==> config.mk <==
export PLATFORM = sky130hd
export DESIGN_NAME = mrc_ctrl
export DESIGN_NICKNAME = d
export VERILOG_FILES = /design/src/mrc_pkg.sv /design/src/mrc_ctrl.sv
export VERILOG_INCLUDE_DIRS = /design/src /design/src/src
export SDC_FILE = /design/constraint.sdc
export NUM_CORES = 1
export LEC_CHECK = 0
export BUFFER_PORTS_ARGS = -buffer_cell sky130_fd_sc_hd__buf_2
export CAP_MARGIN = 20
export CORE_AREA = 2 2 39 41
export DETAILED_ROUTE_END_ITERATION = 8
export DIE_AREA = 0 0 41 43
export GPL_TIMING_DRIVEN = 0
export PLACE_DENSITY = 0.33
export SLEW_MARGIN = 5
export SYNTH_ARGS = -nofsm -noshare
export SYNTH_HDL_FRONTEND = slang
export SYNTH_SLANG_ARGS = --single-unit
==> constraint.sdc <==
create_clock -name clk -period 1.8 [get_ports clk]
set_clock_uncertainty 0.15 [all_clocks]
set_input_delay 0.09 -clock clk [delete_from_list [all_inputs] [get_ports clk]]
set_output_delay 0.09 -clock clk [all_outputs]
set_load 0.02 [all_outputs]
==> src/matrix_rotate_clockwise_assert.svh <==
// Assertion macros shared by the matrix rotation RTL.
// No dependencies; included by the files that check their own logic.
`ifndef MATRIX_ROTATE_CLOCKWISE_ASSERT_SVH
`define MATRIX_ROTATE_CLOCKWISE_ASSERT_SVH

// Same-cycle implication, disabled while reset is high.
`define MRC_ASSERT_IMP(label, clk, rst, ante, cons) \
  label: assert property (@(posedge clk) disable iff (rst) (ante) |-> (cons)) \
    else $error("mrc: same-cycle check failed");

// Next-cycle implication, disabled while reset is high.
`define MRC_ASSERT_NXT(label, clk, rst, ante, cons) \
  label: assert property (@(posedge clk) disable iff (rst) (ante) |=> (cons)) \
    else $error("mrc: next-cycle check failed");

`endif

==> src/mrc_pkg.sv <==
// Package for the matrix rotation block: sizes, codes, control types, clamp helper.
// No dependencies.
`default_nettype none

package mrc_pkg;

  localparam int MAX_ROWS    = 64;
  localparam int MAX_COLS    = 64;
  localparam int DATA_WIDTH  = 32;
  localparam int STORE_DEPTH = MAX_ROWS * MAX_COLS;
  localparam int ADDR_W      = $clog2(STORE_DEPTH);
  localparam int CNT_W       = $clog2(STORE_DEPTH + 1);
  localparam int ROW_W       = $clog2(MAX_COLS);   // output row index, < cols
  localparam int COL_W       = $clog2(MAX_ROWS);   // output column index, < rows
  localparam int DIM_W       = 7;                  // width of the size registers
  localparam int PADDR_W     = 3;
  localparam int PDATA_W     = 32;

  typedef enum logic [0:0] {
    REG_ROW_COUNT = 1'b0,
    REG_COL_COUNT = 1'b1
  } reg_idx_t;

  typedef enum logic [1:0] {
    ST_IDLE,
    ST_READ,
    ST_OUT
  } state_t;

  typedef struct packed {
    logic load;   // write element, advance load count
    logic pull;   // latch read address and flags, advance output position
    logic err;    // form an error result
    logic read;   // read the store into the result register
  } cmd_t;

  typedef struct packed {
    logic loaded;
    logic full;
  } status_t;

  // Zero counts as one, anything above the maximum as the maximum.
  function automatic logic [DIM_W-1:0] clamp_dim(input logic [DIM_W-1:0] v,
                                                 input logic [DIM_W-1:0] maxv);
    logic [DIM_W-1:0] r;
    if (v == '0) begin
      r = DIM_W'(1);
    end else if (v > maxv) begin
      r = maxv;
    end else begin
      r = v;
    end
    return r;
  endfunction

endpackage

`default_nettype wire

==> src/mrc_ctrl.sv <==
// Controller of the matrix rotation block: sequences loads, pulls and results.
// Depends on mrc_pkg and the assertion macro header.
`default_nettype none
`include "matrix_rotate_clockwise_assert.svh"

module mrc_ctrl import mrc_pkg::*; (
  input  wire logic    clk,
  input  wire logic    rst,
  input  wire logic    in_valid,
  input  wire logic    in_func,
  output logic         in_ready,
  output logic         out_valid,
  input  wire logic    out_ready,
  input  wire status_t status,
  output cmd_t         cmd
);

  state_t state;
  state_t state_next;
  state_t item_state;
  logic   accept;
  logic   load_ok;
  logic   pull_ok;

  assign accept  = in_valid && in_ready;
  assign load_ok = !in_func && !status.loaded && !status.full;
  assign pull_ok = in_func && status.loaded;
  assign item_state = pull_ok ? ST_READ : (load_ok ? ST_IDLE : ST_OUT);

  always_ff @(posedge clk) begin
    if (rst) begin
      state <= ST_IDLE;
    end else begin
      state <= state_next;
    end
  end

  always_comb begin
    state_next = state;
    case (state)
      ST_IDLE: begin
        if (accept) state_next = item_state;
      end
      ST_READ: begin
        state_next = ST_OUT;
      end
      ST_OUT: begin
        if (out_ready) state_next = accept ? item_state : ST_IDLE;
      end
      default: begin
        state_next = ST_IDLE;
      end
    endcase
  end

  always_comb begin
    in_ready  = 1'b0;
    out_valid = 1'b0;
    cmd       = '0;
    case (state)
      ST_IDLE: begin
        in_ready = 1'b1;
      end
      ST_READ: begin
        cmd.read = 1'b1;
      end
      ST_OUT: begin
        out_valid = 1'b1;
        in_ready  = out_ready;
      end
      default: begin
        in_ready = 1'b0;
      end
    endcase
    cmd.load = accept && load_ok;
    cmd.pull = accept && pull_ok;
    cmd.err  = accept && !load_ok && !pull_ok;
  end

  `MRC_ASSERT_NXT(a_read_then_out, clk, rst, state == ST_READ, state == ST_OUT)
  `MRC_ASSERT_NXT(a_out_holds, clk, rst, state == ST_OUT && !out_ready, state == ST_OUT)
  `MRC_ASSERT_IMP(a_load_fits, clk, rst, cmd.load, !status.full && !status.loaded)
  `MRC_ASSERT_IMP(a_pull_loaded, clk, rst, cmd.pull, status.loaded)

endmodule

`default_nettype wire

==> flow_summary.json, run 1 <==
{
  "status": "finished, final reports clean",
  "wl_um": 387,
  "largestRegisters": "state x2",
  "ys_seq_area_frac": 0.320,
  "tightestPinTransition_ns": 0.215,
  "layout.nets": 43,
  "grt_util_all_layers": 0.0611,
  "setup_viol": 0,
  "synth_area_um2": 125,
  "start_util": 0.0904,
  "grt_max_degree": 7,
  "ir_worst_vdd_mv": 0.113,
  "gp_congestion": 0.560,
  "final_cell_mix": "buf_2, nor2_1, clkbuf_4",
  "vias_per_cell": 3.46,
  "netSwitchingFraction": 0.268,
  "ys_seq_elements": 2,
  "slew_violations": 0,
  "slew_headroom": 0.857,
  "die_w_um": 41,
  "die_area_um2": 1760,
  "synth_cells": 17,
  "cp.arrival_ns": 1.34,
  "drt-wirelength-per-cell_um": 7.74,
  "drt_first_iter_violations": 3,
  "rsz0062_at_grt": "no",
  "area_growth_pct": 98.0,
  "power_frac_clock": 0.517,
  "worstHoldPathType": "in2reg",
  "combPwrFrac": 0.221,
  "hold_viol_final": 0,
  "clk_pin_slew_ns": 0.03,
  "die_h_um": 43,
  "hold_slack_ns": 0.0425,
  "rows": 14,
  "antennaDiodeCount": 0,
  "fmaxAchievable_ghz": 0.632,
  "port_buffers": 12,
  "p_sw_mw": 0.0512,
  "synth.yosys.warnings": 0,
  "io_pins": 13,
  "period_needed_ns": 1.58,
  "cp.required_ns": 1.56,
  "largest_reg_flops": 2,
  "clock_sinks": 2,
  "final_common_cell": "buf_2",
  "p_per_area_nw_per_um2": 770,
  "syn_area_per_cell_um2": 7.36,
  "top_register": "state",
  "cts_root_buffer": "clkbuf_4",
  "overflow": 0,
  "p_total_mw": 0.191,
  "timing.final.ws_setup_ns": 0.217,
  "antenna_found_initial": 0,
  "grt_pass1_vias": 158,
  "synth_nets": 24,
  "h-tree-depth": 1,
  "p_leak_nw": 0.134,
  "hpwl_um": 295,
  "worstSetupPathType": "in2out",
  "p_int_mw": 0.140,
  "cts_resized": 0,
  "clockBufferDepth": 2,
  "drc": 0,
  "seq_power_share": 0.262,
  "final_antenna_net_count": 0,
  "cts_inserted_buffers": 3,
  "synth_cell_type_count": 11,
  "grt_pass1_wl_um": 641,
  "fin_setup_tns_ns": 0,
  "endpoint_kind": "output port",
  "route.vias.total": 173,
  "dp_slack_ns": 0.634,
  "cts_tree": "built",
  "final_cells": 50,
  "post-route-period-util": 0.879,
  "drive_above_1_share": 0.471,
  "clock_latency_ns": 0.22,
  "coreArea_um2": 1380,
  "crit_fanout": 4,
  "dpl.cell_count": 45,
  "drv_cap": 0,
  "startpoint_type": "input port",
  "dr.pass1.iters": 2,
  "regToRegSetupSlack_ns": 0.71
}
metal layers:
metal,vias to the layer above,routed length (um),global-route usage
met1,66,182,0.0701
met2,12,139,0.0656
met5,-,0,0
met3,0,65,0.0314
met4,0,0,0.0800
li1,95,-,-
final cells by class:
class / instances / area [um^2]
repair buffers: 14 / 80.1
fillers: 161 / 1140
inverters: 2 / 7.51
flip-flops and latches: 2 / 40.0
multi-input cells: 13 / 77.6
clock buffers: 3 / 22.5
well taps: 16 / 20.0
critical path, cell delays in order:
cell and delay (ns):
dlygate4sd3_1 0.52, buf_2 0.11, inv_1 0.03, a211o_1 0.32, nor2_1 0.11, buf_2 0.16
stage by stage:
| stage | util | instance area (um^2) |
|---|---|---|
| global route | 0.179 | 248 |
| CTS | 0.179 | 248 |
| finish | 0.179 | 248 |
| detailed placement | 0.148 | 205 |
| global placement | 0.148 | 205 |
| floorplan | - | 125 |
cell families after synthesis:
family | share of synthesized area
DFF | 0.320
AOI/OAI and AO/OA | 0.180
buffers and inverters | 0.0600
and+or+nand+nor | 0.440
cells in the mapped netlist (all sizes together):
master | instances | share of area
nor2 | 3 | 0.090
dfxtp | 2 | 0.32
inv | 2 | 0.060
nand2 | 2 | 0.060
nor2b | 2 | 0.10
a211o | 1 | 0.070
a21oi | 1 | 0.040
a221oi | 1 | 0.070
nand3 | 1 | 0.040
nor4 | 1 | 0.10
or3 | 1 | 0.050
power groups by stage:
stage	sequential, mW	clock [mW]	combinational (mW)
2_1_floorplan	0.0500	0	0.0234
3_3_place_gp	0.0508	0	0.0397
3_5_place_dp	0.0506	0	0.0393
4_1_cts	0.0500	0.106	0.0427
5_1_grt	0.0507	0.116	0.0461
6_report	0.0500	0.0986	0.0421
worst paths after layout:
check / startpoint / to / cells after the start
hold reg to reg: state[1] / state[1] / 1
setup / recovery: in_valid / cmd[3] / 6
hold / removal: status[1] / state[0] / 3
setup reg to reg: state[1] / state[0] / 2
timing repair:
action / in CTS / in global routing
hold endpoints to repair: 2 / 0
hold buffers: 2 / 0
buffers inserted: 0 / 0
Note: power is estimated with default switching activity, not from simulation.
==> inputs of run 2 (changes only) <==
- HOLD_SLACK_MARGIN: default -> 0.06
==> run 2 against run 1 <==
Compared with the run above: sequential cell count stayed put; critical path type is now reg2reg; combinational power is 3% higher; critical endpoint is now state[0]; final area is 4.0% higher; setup slack worse by 0.067 ns; sequential power hardly changed.
==> flow_summary.json, run 2 (synthesis gave the netlist of run 1 again) <==
{
  "die_h_um": 43,
  "final_area_um2": 258,
  "ir_worst_vdd_mv": 0.114,
  "hold_viol_final": 0,
  "cts_resized": 0,
  "cts_inserted_buffers": 3,
  "hold_slack_ns": 0.124,
  "layout.nets": 44,
  "drt_first_iter_violations": 0,
  "largestRegisters": "state x2",
  "route.vias.total": 183,
  "hold_buffers": 3,
  "p_leak_nw": 0.141,
  "drive_above_1_share": 0.457,
  "antenna_found_initial": 0,
  "dr.pass1.iters": 1,
  "die_w_um": 41,
  "rsz0062_at_grt": "no",
  "drc": 0,
  "setup_viol": 0,
  "cts_root_buffer": "clkbuf_4",
  "h-tree-depth": 1,
  "rows": 14,
  "hpwl_um": 295,
  "dp_slack_ns": 0.634,
  "grt_max_degree": 7,
  "period_needed_ns": 1.65,
  "cp.required_ns": 1.82,
  "final_antenna_net_count": 0,
  "crit_buf_inv": 1,
  "overflow": 0,
  "antennaDiodeCount": 0,
  "drv_cap": 0,
  "path_cells": "a211o_1, nor4_2, dlygate4sd3_1",
  "top_register": "state",
  "use_met1": 0.0701,
  "met3_usage": 0.0314,
  "crit_family": "buffers and inverters",
  "worstHoldPathType": "in2reg",
  "grt_pass1_vias": 171,
  "top_usage_layer": "met4",
  "gp_congestion": 0.560,
  "met2_usage": 0.0750,
  "dpl.cell_count": 45,
  "status": "finished, final reports clean",
  "start_util": 0.0904,
  "cp_slowest_cell": "dlygate4sd3_1",
  "grt_util_all_layers": 0.0671,
  "p_per_area_nw_per_um2": 753,
  "final_cells": 51,
  "worstSetupPathType": "reg2reg",
  "port_buffers": 12,
  "clockBufferDepth": 2,
  "post-route-period-util": 0.917,
  "coreArea_um2": 1380,
  "fmaxAchievable_ghz": 0.606,
  "slew_violations": 0,
  "p_total_mw": 0.194,
  "drt-wirelength-per-cell_um": 8.22,
  "grt_pass1_wl_um": 683,
  "timing.final.ws_setup_ns": 0.150,
  "die_area_um2": 1760,
  "slew_headroom": 0.852,
  "largest_reg_flops": 2,
  "fin_setup_tns_ns": 0,
  "vias_per_cell": 3.59,
  "area_growth_pct": 106,
  "startpoint_type": "flip-flop",
  "critPathMaxStageDelay_ns": 0.57,
  "finalCoreUtilization": 0.186,
  "clock_sinks": 2,
  "cp.arrival_ns": 1.67,
  "final_cell_mix": "buf_2, nor2_1, clkbuf_4, dlygate4sd3_1",
  "endpoint_kind": "flip-flop",
  "cts_tree": "built",
  "wl_um": 419,
  "crit_fanout": 5,
  "io_pins": 13,
  "tightestPinTransition_ns": 0.222,
  "placed_area_um2": 205,
  "clk_pin_slew_ns": 0.03,
  "final_common_cell": "buf_2",
  "clock_latency_ns": 0.23,
  "postCtsSetupRepairBufs": 0
}
-- run 2: cell count changes in the layout (fill, tap and decap cells not counted), sizes merged --
cell         delta
dlygate4sd3     +1
-- run 2: worst register-to-register path, cell delays in order, from the launching register on --
cell and delay [ns]:
dfxtp_1 0.33, a211o_1 0.32, nor4_2 0.22, dlygate4sd3_1 0.57
-- run 2: final timing paths --
check,from,to,slack (ns),cells past startpoint
hold reg to reg,state[1],state[1],0.38,1
hold / removal,status[1],state[1],0.12,4
setup reg to reg,state[1],state[0],0.15,3
setup / recovery,state[1],state[0],0.15,3
-- run 2: per-layer routing --
metal	vias up	part of all wire
met5	-	0
met4	0	0.064
met3	4	0.17
met2	14	0.34
met1	68	0.42
li1	97	-
-- run 2: layout make-up --
cell class	count	area (um^2)
fill	159	1130
timing repair buffer	15	90.1
multi-input combinational	13	77.6
sequential	2	40.0
clock buffer	3	22.5
tap	16	20.0
inverter	2	7.51
-- run 2: where the power goes --
group | total (mW) | internal, mW | switching [mW]
registers | 0.0500 | 0.0471 | 0.00290
clock network | 0.101 | 0.0737 | 0.0272
logic | 0.0432 | 0.0196 | 0.0236
